<file path="src/rtl/sdf_pkg.sv">
// Shared constants and types for the scanline dedup block.
// No dependencies; used by every module under rtl/.
package sdf_pkg;

    localparam int MAX_WIDTH  = 256;
    localparam int MAX_UNIQUE = 256;
    localparam int POS_W      = $clog2(MAX_WIDTH);
    localparam int SLOT_W     = $clog2(MAX_UNIQUE);
    localparam int WIDTH_W    = 9;
    localparam int ROW_W      = 12;
    localparam int CNT_W      = SLOT_W + 1;

    localparam logic [31:0]        FNV_BASIS     = 32'h811c9dc5;
    localparam logic [31:0]        FNV_PRIME     = 32'h01000193;
    localparam logic [WIDTH_W-1:0] WIDTH_DEFAULT = 9'd256;
    localparam logic [WIDTH_W-1:0] WIDTH_MAX     = 9'd256;

    // One finished row handed from the front to the back.
    typedef struct packed {
        logic               bank;
        logic [31:0]        hash;
        logic [ROW_W-1:0]   row;
        logic [WIDTH_W-1:0] width;
        logic               clear;
    } job_t;

    // Row buffer write from the front.
    typedef struct packed {
        logic             en;
        logic             bank;
        logic [POS_W-1:0] pos;
        logic [7:0]       data;
    } buf_wr_t;

endpackage

</file>
<file path="src/rtl/sdf_front.sv">
// Front part: accepts pixel words, hashes each row and issues row jobs.
// Depends on sdf_pkg.
module sdf_front (
    input  logic                        clk,
    input  logic                        rst_n,
    input  logic                        s_tvalid,
    output logic                        s_tready,
    input  logic [7:0]                  s_tdata,   // pixel[7:0]
    input  logic                        s_tuser,   // first_of_set
    input  logic                        cfg_valid,
    output logic                        cfg_ready,
    input  logic [sdf_pkg::WIDTH_W-1:0] cfg_data,
    input  logic                        done,
    output logic                        push,
    output sdf_pkg::job_t               job,
    output sdf_pkg::buf_wr_t            buf_wr
);

    logic [sdf_pkg::WIDTH_W-1:0] row_width_reg;
    logic [31:0]                 hash_reg, hash_next;
    logic [sdf_pkg::WIDTH_W-1:0] pos_reg, pos_next;
    logic [sdf_pkg::ROW_W-1:0]   row_reg, row_next;
    logic                        bank_reg, bank_next;
    logic                        clear_reg, clear_next;
    logic [1:0]                  outst_reg, outst_next;

    logic                        accept;
    logic [31:0]                 h0, hn;
    logic [sdf_pkg::WIDTH_W-1:0] p0, w;
    logic [sdf_pkg::ROW_W-1:0]   r0;
    logic                        clr, row_end;

    assign cfg_ready = 1'b1;
    assign s_tready  = (outst_reg != 2'd2);
    assign accept    = s_tvalid && s_tready;

    always_comb
    begin
        h0  = s_tuser ? sdf_pkg::FNV_BASIS : hash_reg;
        p0  = s_tuser ? '0 : pos_reg;
        r0  = s_tuser ? '0 : row_reg;
        clr = s_tuser | clear_reg;
        hn  = 32'(h0 * sdf_pkg::FNV_PRIME) ^ {24'd0, s_tdata};
        if (row_width_reg == '0)
            w = sdf_pkg::WIDTH_W'(1);
        else if (row_width_reg > sdf_pkg::WIDTH_MAX)
            w = sdf_pkg::WIDTH_MAX;
        else
            w = row_width_reg;
        row_end = ((p0 + 1'b1) >= w);
    end

    always_comb
    begin
        hash_next  = hash_reg;
        pos_next   = pos_reg;
        row_next   = row_reg;
        bank_next  = bank_reg;
        clear_next = clear_reg;
        push       = 1'b0;
        if (accept)
        begin
            if (row_end)
            begin
                push       = 1'b1;
                hash_next  = sdf_pkg::FNV_BASIS;
                pos_next   = '0;
                row_next   = r0 + 1'b1;
                bank_next  = ~bank_reg;
                clear_next = 1'b0;
            end
            else
            begin
                hash_next  = hn;
                pos_next   = p0 + 1'b1;
                row_next   = r0;
                clear_next = clr;
            end
        end
        outst_next = outst_reg + {1'b0, push} - {1'b0, done};
    end

    assign job.bank  = bank_reg;
    assign job.hash  = hn;
    assign job.row   = r0;
    assign job.width = w;
    assign job.clear = clr;

    assign buf_wr.en   = accept;
    assign buf_wr.bank = bank_reg;
    assign buf_wr.pos  = p0[sdf_pkg::POS_W-1:0];
    assign buf_wr.data = s_tdata;

    always_ff @(posedge clk or negedge rst_n)
    begin
        if (!rst_n)
        begin
            row_width_reg <= sdf_pkg::WIDTH_DEFAULT;
            hash_reg      <= sdf_pkg::FNV_BASIS;
            pos_reg       <= '0;
            row_reg       <= '0;
            bank_reg      <= 1'b0;
            clear_reg     <= 1'b0;
            outst_reg     <= '0;
        end
        else
        begin
            if (cfg_valid && cfg_ready)
                row_width_reg <= cfg_data;
            hash_reg  <= hash_next;
            pos_reg   <= pos_next;
            row_reg   <= row_next;
            bank_reg  <= bank_next;
            clear_reg <= clear_next;
            outst_reg <= outst_next;
        end
    end

endmodule

</file>
<file path="config.mk">
export PLATFORM = sky130hd
export DESIGN_NAME = sdf_front
export DESIGN_NICKNAME = d
export VERILOG_FILES = /design/src/rtl/sdf_pkg.sv /design/src/rtl/sdf_front.sv
export SDC_FILE = /design/constraint.sdc
export NUM_CORES = 1
export LEC_CHECK = 0
export BUFFER_PORTS_ARGS = -buffer_cell sky130_fd_sc_hd__clkbuf_2
export CAP_MARGIN = 15
export CORE_ASPECT_RATIO = 0.8
export CORE_UTILIZATION = 43
export DETAILED_ROUTE_END_ITERATION = 10
export GPL_TIMING_DRIVEN = 0
export SYNTH_ARGS = -nofsm -noshare
export SYNTH_HDL_FRONTEND = slang
export SYNTH_SLANG_ARGS = --single-unit
</file>
<file path="constraint.sdc">
create_clock -name clk -period 19.9 [get_ports clk]
set_input_delay 2.985 -clock clk [delete_from_list [all_inputs] [get_ports clk]]
set_output_delay 2.985 -clock clk [all_outputs]
set_load 0.02 [all_outputs]
</file>
==> run_results.csv <==
group,metric,value,unit
grt,grt_pass1_wl,39.8,mm
critical_path,slowest_delay,0.64,ns
sta,fmaxAchievable,74.3,MHz
critical_path,timing.rr.start,"hash_reg[5]$_DFFE_PN0P_",
critical_path,critPathLaunchType,"primary input",
detailed_routing,postRouteWirelength,24.3,mm
sta,worst_slew_pin_slew,1.13,ns
critical_path,critPathKind,"in -> out",
job,drv_cap,0,
detailed_routing,avgViaCountPerCell,5.18,
synth,synthArstFlopShare,100,%
sta,period_minus_slack,13.46,ns
synth,ys.flop_type,"dfrtp_1",
critical_path,cpMostUsedCell,"ha_1",
clock_network,cts_buffers,9,
critical_path,critPathCaptureType,"output port",
critical_path,cp_data_arrival_time,10.48,ns
detailed_routing,drcViolationCount,0,
synth,synth_common_cells,"ha_1 (174), inv_1 (173), nand2_1 (81), fa_1 (74), xnor2_1 (69)",
clock_network,clkSinkCount,66,
detailed_routing,drt_pass1_iterations,4,
final_layout,final_area,0.0106,sq mm
synth,synth_compound_area_share,9.02,%
final_layout,area_growth,12.3,%
clock_network,cts_tree,"built",
clock_network,post-cts-setup-buffer-count,0,
final_layout,diodes,0,
synth,yosys_warnings,0,
die,coreArea,0.0216,sq mm
synth,synthAdderAreaFrac,38.7,%
synth,synth_area,0.00947,sq mm
synth,synth_xor_area_share,8.42,%
grt,grtUsageTotal,22.8,%
die,die-area,0.0226,sq mm
place,dpl_cell_area,0.0103,sq mm
critical_path,crit_chain,"clkbuf_2, clkbuf_1, clkbuf_1, clkbuf_1, nor2b_1, ha_1, ha_1, fa_1, ha_1, fa_1, ha_1, inv_1, fa_1, inv_1, ha_1, o211ai_1, a21oi_1, a21oi_1, a21bo_2, a21o_1, o311a_1, or3_1, and2_2, clkbuf_2",
sta,finalCritPeriodShare,67.7,%
clock_network,root_buffer,"clkbuf_16",
synth,synth_top_area_cell,"ha_1",
synth,ys_ff_latch,66,
critical_path,required,16.91,ns
die,ios,99,
synth,yosysMostFrequentCell,"ha_1",
worst_hold_path,min_path_cells,2,
clock_network,cts-hold-fix-buffers,0,
sta,finalSetupViolCount,0,
synth,syn_avg_cell_area,8.95,sq um
worst_hold_path,hp-class,"reg -> reg",
synth,yosysSeqAreaShare,17.6,%
worst_hold_path,min_to,"clear_reg$_DFFE_PN0P_",
die,die_h,135,microns
synth,syn_inst,1058,
final_layout,drive_gt1_share,15.1,%
sta,setup_tns,0,ns
grt,grt_max_degree,35,
place,hpwlAfterDp,20.0,mm
die,num_rows,48,
synth,syn_nets,1329,
place,gp_congestion,0.902,
sta,rsz0062_at_grt,"no",
critical_path,worstPathMaxFanout,10,
detailed_routing,num_vias,7487,
worst_hold_path,hold_start,"clear_reg$_DFFE_PN0P_",
synth,yosysTopAreaCellShare,23.0,%
grt,grt-ovfl-total,0,
place,portBuffers,96,
synth,ys_types,55,
final_layout,fin_nets,1437,
grt,antenna_found_initial,0,
sta,skew,0.00902,ns
critical_path,rr_endpoint,"hash_reg[30]$_DFFE_PN0P_",
clock_network,cts_buffer_depth,2,
sta,maxSlewHeadroom,24.1,%
critical_path,r2r_slack,13.49,ns
status,status,"finished clean",
clock_network,htreeDepth,3,
synth,synth-simple-area-share,15.6,%
sta,slew_violations,0,
detailed_routing,drt_iter0_drc,435,
detailed_routing,wl_per_cell,16.8,microns
critical_path,ff2ff_path_depth,21,
clock_network,cts_resized,0,
grt,grt_pass1_vias,7504,
die,die_w,168,microns
synth,synthMuxAreaShare,1.27,%
synth,synth_top_family_by_area,"adder cells",
die,start_util,43.9,%
final_layout,largest_reg_flops,32,
detailed_routing,ant_nets,0,
critical_path,crit_slowest_cell,"clkbuf_1",
synth,synthTopCellsByArea,"ha_1 (23%), fa_1 (16%), dfrtp_1 (13%), inv_1 (6.9%), xnor2_1 (6.4%)",
synth,synth_edf_count,0,
sta,hold_viol,0,
clock_network,clock_latency,0.34,ns
clock_network,clkTransAtPathRegs,0.06,ns
-- cell type report --
| class | count | area, sq um |
|---|---|---|
| Sequential cell | 66 | 1670 |
| Multi-Input combinational cell | 770 | 6910 |
| Clock inverter | 5 | 60.1 |
| Buffer | 48 | 229 |
| Timing Repair Buffer | 97 | 503 |
| Tap cell | 275 | 344 |
| Inverter | 174 | 653 |
| Fill cell | 2078 | 10900 |
| Clock buffer | 11 | 253 |
-- placed cells by master, fill, tap and decap left out, types with 6 or more instances in the layout --
master and n:
ha_1 174, inv_1 173, clkbuf_2 95, nand2_1 81, fa_1 74, xnor2_1 69, dfrtp_1 51, nor2_1 48
nor2b_1 44, a21oi_1 29, and2_1 28, clkbuf_1 27, o21ai_0 27, or2_2 22, xor2_1 22, nand2b_1 19
nand3_1 18, a21o_1 16, dfstp_2 15, buf_4 13, nor3_1 10, a22o_1 9, clkbuf_16 9, buf_1 8
mux2_2 8, o21a_1 7, a211oi_1 6, and3_1 6
-- metrics by stage --
| step | cells | util [%] | setup slack [ns] | hold WS (ns) |
|---|---|---|---|---|
| after floorplan | 1058 | - | 8.28 | 0.454 |
| after CTS | 1446 | 49.3 | 6.40 | 0.494 |
| after detailed placement | 1430 | 47.8 | 6.41 | 0.481 |
| after global placement | 1429 | 47.7 | 6.48 | 0.472 |
| final | 1446 | 49.3 | 6.44 | 0.488 |
| after global routing | 1446 | 49.3 | 6.03 | 0.536 |
-- per-layer routing --
layer	up-vias	global-route usage, %	share of wire [%]
met1	3659	33.4	50
met3	23	3.25	4.2
met4	0	4.84	1.4
met2	163	35.6	44
met5	-	0	0
li1	3642	-	-
-- critical path, delay by kind of cell --
kind | cells | cell delay, ns
compound gates | 6 | 1.36
fa+ha+maj | 8 | 3.13
buf+inv | 7 | 2.12
simple gates | 3 | 0.87
-- logic make-up (layout without fill, tap and decap cells) --
| family | Yosys count | after routing |
|---|---|---|
| simple gates | 292 | 292 |
| fa+ha+maj | 248 | 248 |
| buf+inv | 222 | 335 |
| compound gates | 127 | 127 |
| xor+xnor | 91 | 91 |
| flops | 66 | 66 |
| mux | 11 | 11 |
| other cells | 1 | 1 |
-- worst max-delay path by stage --
stage                       start       to  slack, ns  cells past startpoint
after CTS                 s_tuser  job[52]       6.40                     24
after floorplan           s_tuser  job[52]       8.28                     22
after global placement    s_tuser  job[52]       6.48                     24
after detailed placement  s_tuser  job[52]       6.41                     24
final                     s_tuser  job[52]       6.44                     24
after global routing      s_tuser  job[41]       6.03                     22
Power is left out: the tool's default activity adds up to more than one toggle a clock period on the data nets, which glitch-free logic cannot reach.
