<file path="src/rtl/sdf_pkg.sv">
// Shared constants and types for the scanline dedup block.
// No dependencies; used by every module under rtl/.
package sdf_pkg;

    localparam int MAX_WIDTH  = 256;
    localparam int MAX_UNIQUE = 256;
    localparam int POS_W      = $clog2(MAX_WIDTH);
    localparam int SLOT_W     = $clog2(MAX_UNIQUE);
    localparam int WIDTH_W    = 9;
    localparam int ROW_W      = 12;
    localparam int CNT_W      = SLOT_W + 1;

    localparam logic [31:0]        FNV_BASIS     = 32'h811c9dc5;
    localparam logic [31:0]        FNV_PRIME     = 32'h01000193;
    localparam logic [WIDTH_W-1:0] WIDTH_DEFAULT = 9'd256;
    localparam logic [WIDTH_W-1:0] WIDTH_MAX     = 9'd256;

    // One finished row handed from the front to the back.
    typedef struct packed {
        logic               bank;
        logic [31:0]        hash;
        logic [ROW_W-1:0]   row;
        logic [WIDTH_W-1:0] width;
        logic               clear;
    } job_t;

    // Row buffer write from the front.
    typedef struct packed {
        logic             en;
        logic             bank;
        logic [POS_W-1:0] pos;
        logic [7:0]       data;
    } buf_wr_t;

endpackage

</file>
<file path="src/rtl/sdf_queue.sv">
// Two-entry job queue between the front and the back.
// Depends on sdf_pkg.
module sdf_queue (
    input  logic          clk,
    input  logic          rst_n,
    input  logic          push,
    input  sdf_pkg::job_t din,
    input  logic          pop,
    output sdf_pkg::job_t dout,
    output logic          empty
);

    sdf_pkg::job_t slot_reg [2];
    logic          wp_reg, rp_reg;
    logic [1:0]    fill_reg;

    assign empty = (fill_reg == 2'd0);
    assign dout  = slot_reg[rp_reg];

    always_ff @(posedge clk)
    begin
        if (push)
            slot_reg[wp_reg] <= din;
    end

    always_ff @(posedge clk or negedge rst_n)
    begin
        if (!rst_n)
        begin
            wp_reg   <= 1'b0;
            rp_reg   <= 1'b0;
            fill_reg <= '0;
        end
        else
        begin
            if (push)
                wp_reg <= ~wp_reg;
            if (pop)
                rp_reg <= ~rp_reg;
            fill_reg <= fill_reg + {1'b0, push} - {1'b0, pop};
        end
    end

endmodule

</file>
<file path="config.mk">
export PLATFORM = sky130hd
export DESIGN_NAME = sdf_queue
export DESIGN_NICKNAME = d
export VERILOG_FILES = /design/src/rtl/sdf_pkg.sv /design/src/rtl/sdf_queue.sv
export SDC_FILE = /design/constraint.sdc
export NUM_CORES = 1
export LEC_CHECK = 0
export ABC_CLOCK_PERIOD_IN_PS = 4500
export BUFFER_PORTS_ARGS = -buffer_cell sky130_fd_sc_hd__buf_2
export CORE_MARGIN = 2
export CORE_UTILIZATION = 38
export DETAILED_ROUTE_END_ITERATION = 7
export GPL_TIMING_DRIVEN = 1
export PLACE_DENSITY = 0.64
export SETUP_SLACK_MARGIN = 0.15
export SLEW_MARGIN = 20
export SYNTH_ARGS = -nofsm -noshare
export SYNTH_HDL_FRONTEND = slang
export SYNTH_SLANG_ARGS = --single-unit
</file>
<file path="constraint.sdc">
create_clock -name clk -period 4.5 [get_ports clk]
set_input_delay 1.35 -clock clk [delete_from_list [all_inputs] [get_ports clk]]
set_output_delay 1.35 -clock clk [all_outputs]
set_load 0.02 [all_outputs]
</file>
==> impl_results.md, run 1 <==
- Switching share of power: 0.291
- Clock-pin slew on the worst setup and hold paths: 50 ps
- Slew HR: 0.356
- Crit. End Element: output pin
- DR WL/cell: 15.4 um
- DR vias: 2098
- Clock Path Buffers: 2
- Worst R2R Setup Slack: 2630 ps
- # rows: 38
- Crit path from: rp_reg
- Core box area: 11000 sq um
- Leading post-synthesis cells by cell area: edfxtp_1 (76%), mux2_4 (14%), mux2_2 (3.9%)
- VDD IR max: 0.319 mV
- Root buf cell: clkbuf_16
- Cell count after synthesis: 185
- Startpoint types: flop
- Vias in the first global route: 2218
- Die H: 111 um
- Routed WL: 7200 um
- Synth area leader: edfxtp_1
- Post-layout util: 0.509
- Area Growth Syn to Fin: 29.3%
- Post-DRT Antenna Nets: 0
- Power per cell area: 692 nW/um^2
- Yosys warns: 0
- IO Port Bufs: 114
- FF+latch count, synth: 114
- Outcome: complete, no violations
- Syn avg cell area: 23.4 sq um
- Hold Path Class: flop to flop
- # setup viols final: 0
- Commonest non-fill, non-tap cells in the layout: buf_2 (114), edfxtp_1 (110), mux2_4 (40)
- Via density: 4.48
- Comb pwr share: 0.274
- H-tree depth: 4
- Final hold violation count: 0
- Wire length of the first global-routing pass: 11300 um
- Clock Skew: 7.06 ps
- Clock latency on the worst-skew pair: 400 ps
- Fin crit share: 0.763
- Syn Nets: 246
- Remaining DRCs: 0
- Minimum clock period: 3430 ps
- Post-synth top area share: 0.764
- Most common cell after layout, fill and taps aside: buf_2
- Post_cts resized: 0
- Met3 Use GR: 0.0590
- R2R depth: 2
- Sequential share of power: 0.412
- RSZ-0062 raised after global routing: no
- Critical path capture point: dout[54]
- R2r startpoint: wp_reg
- Post-Syn Area: 4320 sq um
- Cts hold-fix bufs: 0
- Share of cells above drive strength 1: 0.598
- FF-to-FF End: slot_reg[1][38]
- Worst slew pin tran: 967 ps
- Met2 Use GR: 0.200
- DP HPWL: 4650 um
- Initial DRC Count: 100
- Largest net degree at the start of global routing: 57
- TritonRoute pass-1 iters: 4
- Busiest grt layer: met2
- TritonCTS clock tree: built
- Required time worst endpoint: 3150 ps
- Cell area after layout: 5590 sq um
- Switching pwr: 0.00112 W
- Initial antenna violation count: 0
- Cell variety after synth: 13
- WP data arrival: 2080 ps
- Flip-flop count of the largest register after layout: 110
- CP max FO: 56
- IO Pins: 115
- Final net count: 376
- Ant diodes: 0
- Hold_sp: wp_reg
- Leakage Power: 2.26 nW
- Final Max Slew Viols: 0
- TNS Setup: 0 ps
- Sequential share of the synthesized area: 0.787
- Gr ovfl total: 0
- Setup Fix Bufs, Post-CTS: 0
- Fmax: 291 MHz
- CTS Buf Count: 17
- Internal power: 0.00274 W
- Total clock sinks: 114
- DP Area: 5060 sq um
- Initial core utilization: 0.394
- GP Congestion: 0.683
- Met1 global-route usage: 0.133
- Fill count: 923
- Max-cap violation count: 0
- Die Wd: 111 um
- Clock power share: 0.313
- Die Area: 12200 sq um
- Crit path kind: flop to output pin
- Overall Global Routing Usage: 0.123
==> cell usage after synthesis (all sizes together) <==
library cell	number
inv	2
nor2b	1
xor2	2
edfxtp	110
ha	2
dfrtp	4
nor2	1
and2	1
buf	6
mux2	55
xor3	1
==> critical path: stages (launching register included) <==
cell	delay, ps
dfrtp_4	1060
mux2_2	420
buf_2	160
==> metrics by stage <==
step,cells,hold WS (ps),worst slack [ps],power [W]
final,468,531,1070,0.00387
after global routing,468,550,959,0.00404
after CTS,468,537,1010,0.00394
after detailed placement,436,526,1460,0.00271
after global placement,436,522,1480,0.00269
after floorplan,185,455,245,0.00240
==> cells by family (layout without fill, tap and decap cells) <==
family | Yosys count | count (layout) | synth area share
DFF | 114 | 114 | 0.787
muxes | 55 | 55 | 0.178
buffers and inverters | 8 | 151 | 0.0159
xor gates and xnor gates | 3 | 3 | 0.00955
and+or+nand+nor | 3 | 3 | 0.00376
adders and majority gates | 2 | 2 | 0.00579
==> per-layer routing <==
metal,up-vias,wire length (um)
met5,-,0
met4,0,152
met3,12,540
met2,79,3640
met1,1012,2870
li1,995,-
==> worst min path at each step <==
| stage | endpoint | slack, ps | cells after the start |
|---|---|---|---|
| 2_1_floorplan | wp_reg | 460 | 1 |
| 4_1_cts | wp_reg | 540 | 1 |
| 6_report | wp_reg | 530 | 1 |
| 3_5_place_dp | wp_reg | 530 | 1 |
| 5_1_grt | wp_reg | 550 | 1 |
| 3_3_place_gp | wp_reg | 520 | 1 |
==> power groups by stage <==
stage          sequential, W  clock [W]  combinational [W]
6_report             0.00160    0.00121            0.00106
4_1_cts              0.00161    0.00124            0.00109
3_3_place_gp         0.00161          0            0.00108
3_5_place_dp         0.00162          0            0.00109
5_1_grt              0.00163    0.00128            0.00113
2_1_floorplan        0.00148          0           0.000914
==> area by class of cell <==
class	count	area (sq um)	area share
flip-flops and latches	114	3410	0.609
clock buffers	23	448	0.0801
well taps	140	175	0.0313
clock inverters	9	88.8	0.0159
inverters	2	7.51	0.00134
repair buffers	117	606	0.108
multi-input cells	63	861	0.154
Power figures use the tool's default switching activity.
==> run 2, diff against run 1 <==
--- a/config.mk
+++ b/config.mk
@@ -5,13 +5,13 @@
 export SDC_FILE = /design/constraint.sdc
 export NUM_CORES = 1
 export LEC_CHECK = 0
-export ABC_CLOCK_PERIOD_IN_PS = 4500
+export ABC_CLOCK_PERIOD_IN_PS = 3100
 export BUFFER_PORTS_ARGS = -buffer_cell sky130_fd_sc_hd__buf_2
 export CORE_MARGIN = 2
 export CORE_UTILIZATION = 38
 export DETAILED_ROUTE_END_ITERATION = 7
 export GPL_TIMING_DRIVEN = 1
-export PLACE_DENSITY = 0.64
+export PLACE_DENSITY = 0.66
 export SETUP_SLACK_MARGIN = 0.15
 export SLEW_MARGIN = 20
 export SYNTH_ARGS = -nofsm -noshare
==> constraint.sdc (replaced) <==
create_clock -name clk -period 3.1 [get_ports clk]
set_input_delay 0.93 -clock clk [delete_from_list [all_inputs] [get_ports clk]]
set_output_delay 0.93 -clock clk [all_outputs]
set_load 0.02 [all_outputs]
==> run 2 against run 1 <==
Against the previous run: sequential cell count is the same; worst hold slack lost 190 ps; clock skew is essentially flat; clock power grew 64%; critical path depth grew 1; register-to-register slack lost 800 ps; critical path type unchanged; largest power group unchanged; highest routed layer unchanged.
==> impl_results.md, run 2 (same netlist as run 1, synthesis figures left out) <==
- Leakage Power: 2.30 nW
- # setup viols final: 0
- Initial core utilization: 0.394
- Wire length of the first global-routing pass: 11200 um
- Sequential share of power: 0.368
- Worst path bufs/invs: 2
- Die Area: 12200 sq um
- Switching pwr: 0.00168 W
- Root buf cell: clkbuf_16
- CP max stage cell: dfrtp_4
- CTS Buf Count: 17
- Vias in the first global route: 2269
- Clock Skew: 7.33 ps
- Largest net degree at the start of global routing: 56
- Via density: 4.49
- Final net count: 377
- Fmax: 367 MHz
- Routed WL: 7190 um
- GP Congestion: 0.665
- # rows: 38
- Slew HR: 0.786
- DP HPWL: 4430 um
- Core box area: 11000 sq um
- Gr ovfl total: 0
- Clock power share: 0.336
- Share of cells above drive strength 1: 0.623
- Final Max Slew Viols: 0
- Comb pwr share: 0.296
- IO Port Bufs: 114
- Setup Fix Bufs, Post-CTS: 0
- Top Family by Delay on Critical Path: flip-flops
- WP data arrival: 1790 ps
- Final hold violation count: 0
- Total clock sinks: 114
- DR WL/cell: 15.3 um
- Worst slew pin tran: 321 ps
- RSZ-0062 raised after global routing: no
- Crit path kind: flop to output pin
- Post_cts resized: 0
- TritonRoute pass-1 iters: 4
- Most common cell after layout, fill and taps aside: buf_2
- Required time worst endpoint: 2170 ps
- IO Pins: 115
- Initial antenna violation count: 1
- Minimum clock period: 2720 ps
- Max-cap violation count: 0
- VDD IR max: 0.481 mV
- DR vias: 2111
- TNS Setup: 0 ps
- Hold Path Class: input pin to async pin
- Switching share of power: 0.285
- CP Cell Sequence: buf_12 -> mux2_2 -> buf_2
- Cts hold-fix bufs: 0
- Commonest non-fill, non-tap cells in the layout: buf_2 (114), edfxtp_1 (110), mux2_4 (40)
- Startpoint types: flop
- Flip-flop count of the largest register after layout: 110
- Post-DRT Antenna Nets: 0
- Power per cell area: 1030 nW/um^2
- Area Growth Syn to Fin: 32.2%
- Dpl ws: 620 ps
- CP max FO: 34
- TritonCTS clock tree: built
- Die H: 111 um
- Outcome: complete, no violations
- Overall Global Routing Usage: 0.122
- Clock-pin slew on the worst setup and hold paths: 50 ps
- H-tree depth: 4
- Remaining DRCs: 0
- Clock Path Buffers: 2
- Die Wd: 111 um
- Fin crit share: 0.878
- Internal power: 0.00420 W
- Max incr delay on CP: 550 ps
- Initial DRC Count: 66
- Crit. End Element: output pin
- Clock latency on the worst-skew pair: 390 ps
- Final WS setup: 377 ps
[run 2: cell count changes in the layout (fill, tap and decap cells not counted), moves of 2 or more]
cell	delta
buf_12	+2
buf_4	-2
clkbuf_1	-3
clkbuf_8	+4
clkinv_1	-5
clkinvlp_4	+3
[run 2: final timing paths]
path	cells past startpoint	start	slack [ps]	endpoint
max in group asynchronous	1	rst_n	2610	rp_reg
min in group clk	1	wp_reg	540	wp_reg
worst min-delay path	1	rst_n	340	fill_reg[1]
worst max register to register	2	wp_reg	1830	slot_reg[1][7]
worst min register to register	1	wp_reg	540	wp_reg
worst max-delay path	3	rp_reg	380	dout[1]
[run 2: layer usage]
metal,GRT usage,part of all wire,vias up
met1,0.141,0.43,1032
met3,0.0585,0.066,6
met2,0.191,0.50,72
met4,0.0575,0.011,0
li1,-,-,1001
met5,0,0,-
[run 2: power groups by stage]
stage	sequential (W)	clock, W	combinational (W)
final	0.00217	0.00198	0.00174
after global routing	0.00220	0.00211	0.00185
after CTS	0.00221	0.00202	0.00172
after detailed placement	0.00224	0	0.00171
after global placement	0.00222	0	0.00171
after floorplan	0.00215	0	0.00133
[run 2: cell type report]
cell class	count	area [sq um]
sequential	114	3410
fill	888	5270
tap	140	175
antenna	1	2.50
clock buffer	24	492
inverter	2	7.51
multi-input combinational	63	861
clock inverter	8	126
timing repair buffer	118	646
[run 2: per-stage QoR]
stage                     utilization  instances  instance area, sq um  power (W)  hold WS, ps
final                           0.521        470                  5720    0.00588          337
after global routing            0.520        469                  5710    0.00615          314
after CTS                       0.519        468                  5700    0.00595          322
after detailed placement        0.463        436                  5080    0.00395          526
after global placement          0.463        436                  5080    0.00393          523
after floorplan                     -        185                  4330    0.00348          473
[run 2: worst register-to-register path: stages, from the launching register on]
cell and delay, ps:
dfrtp_1 410, and2_2 190, buf_12 280
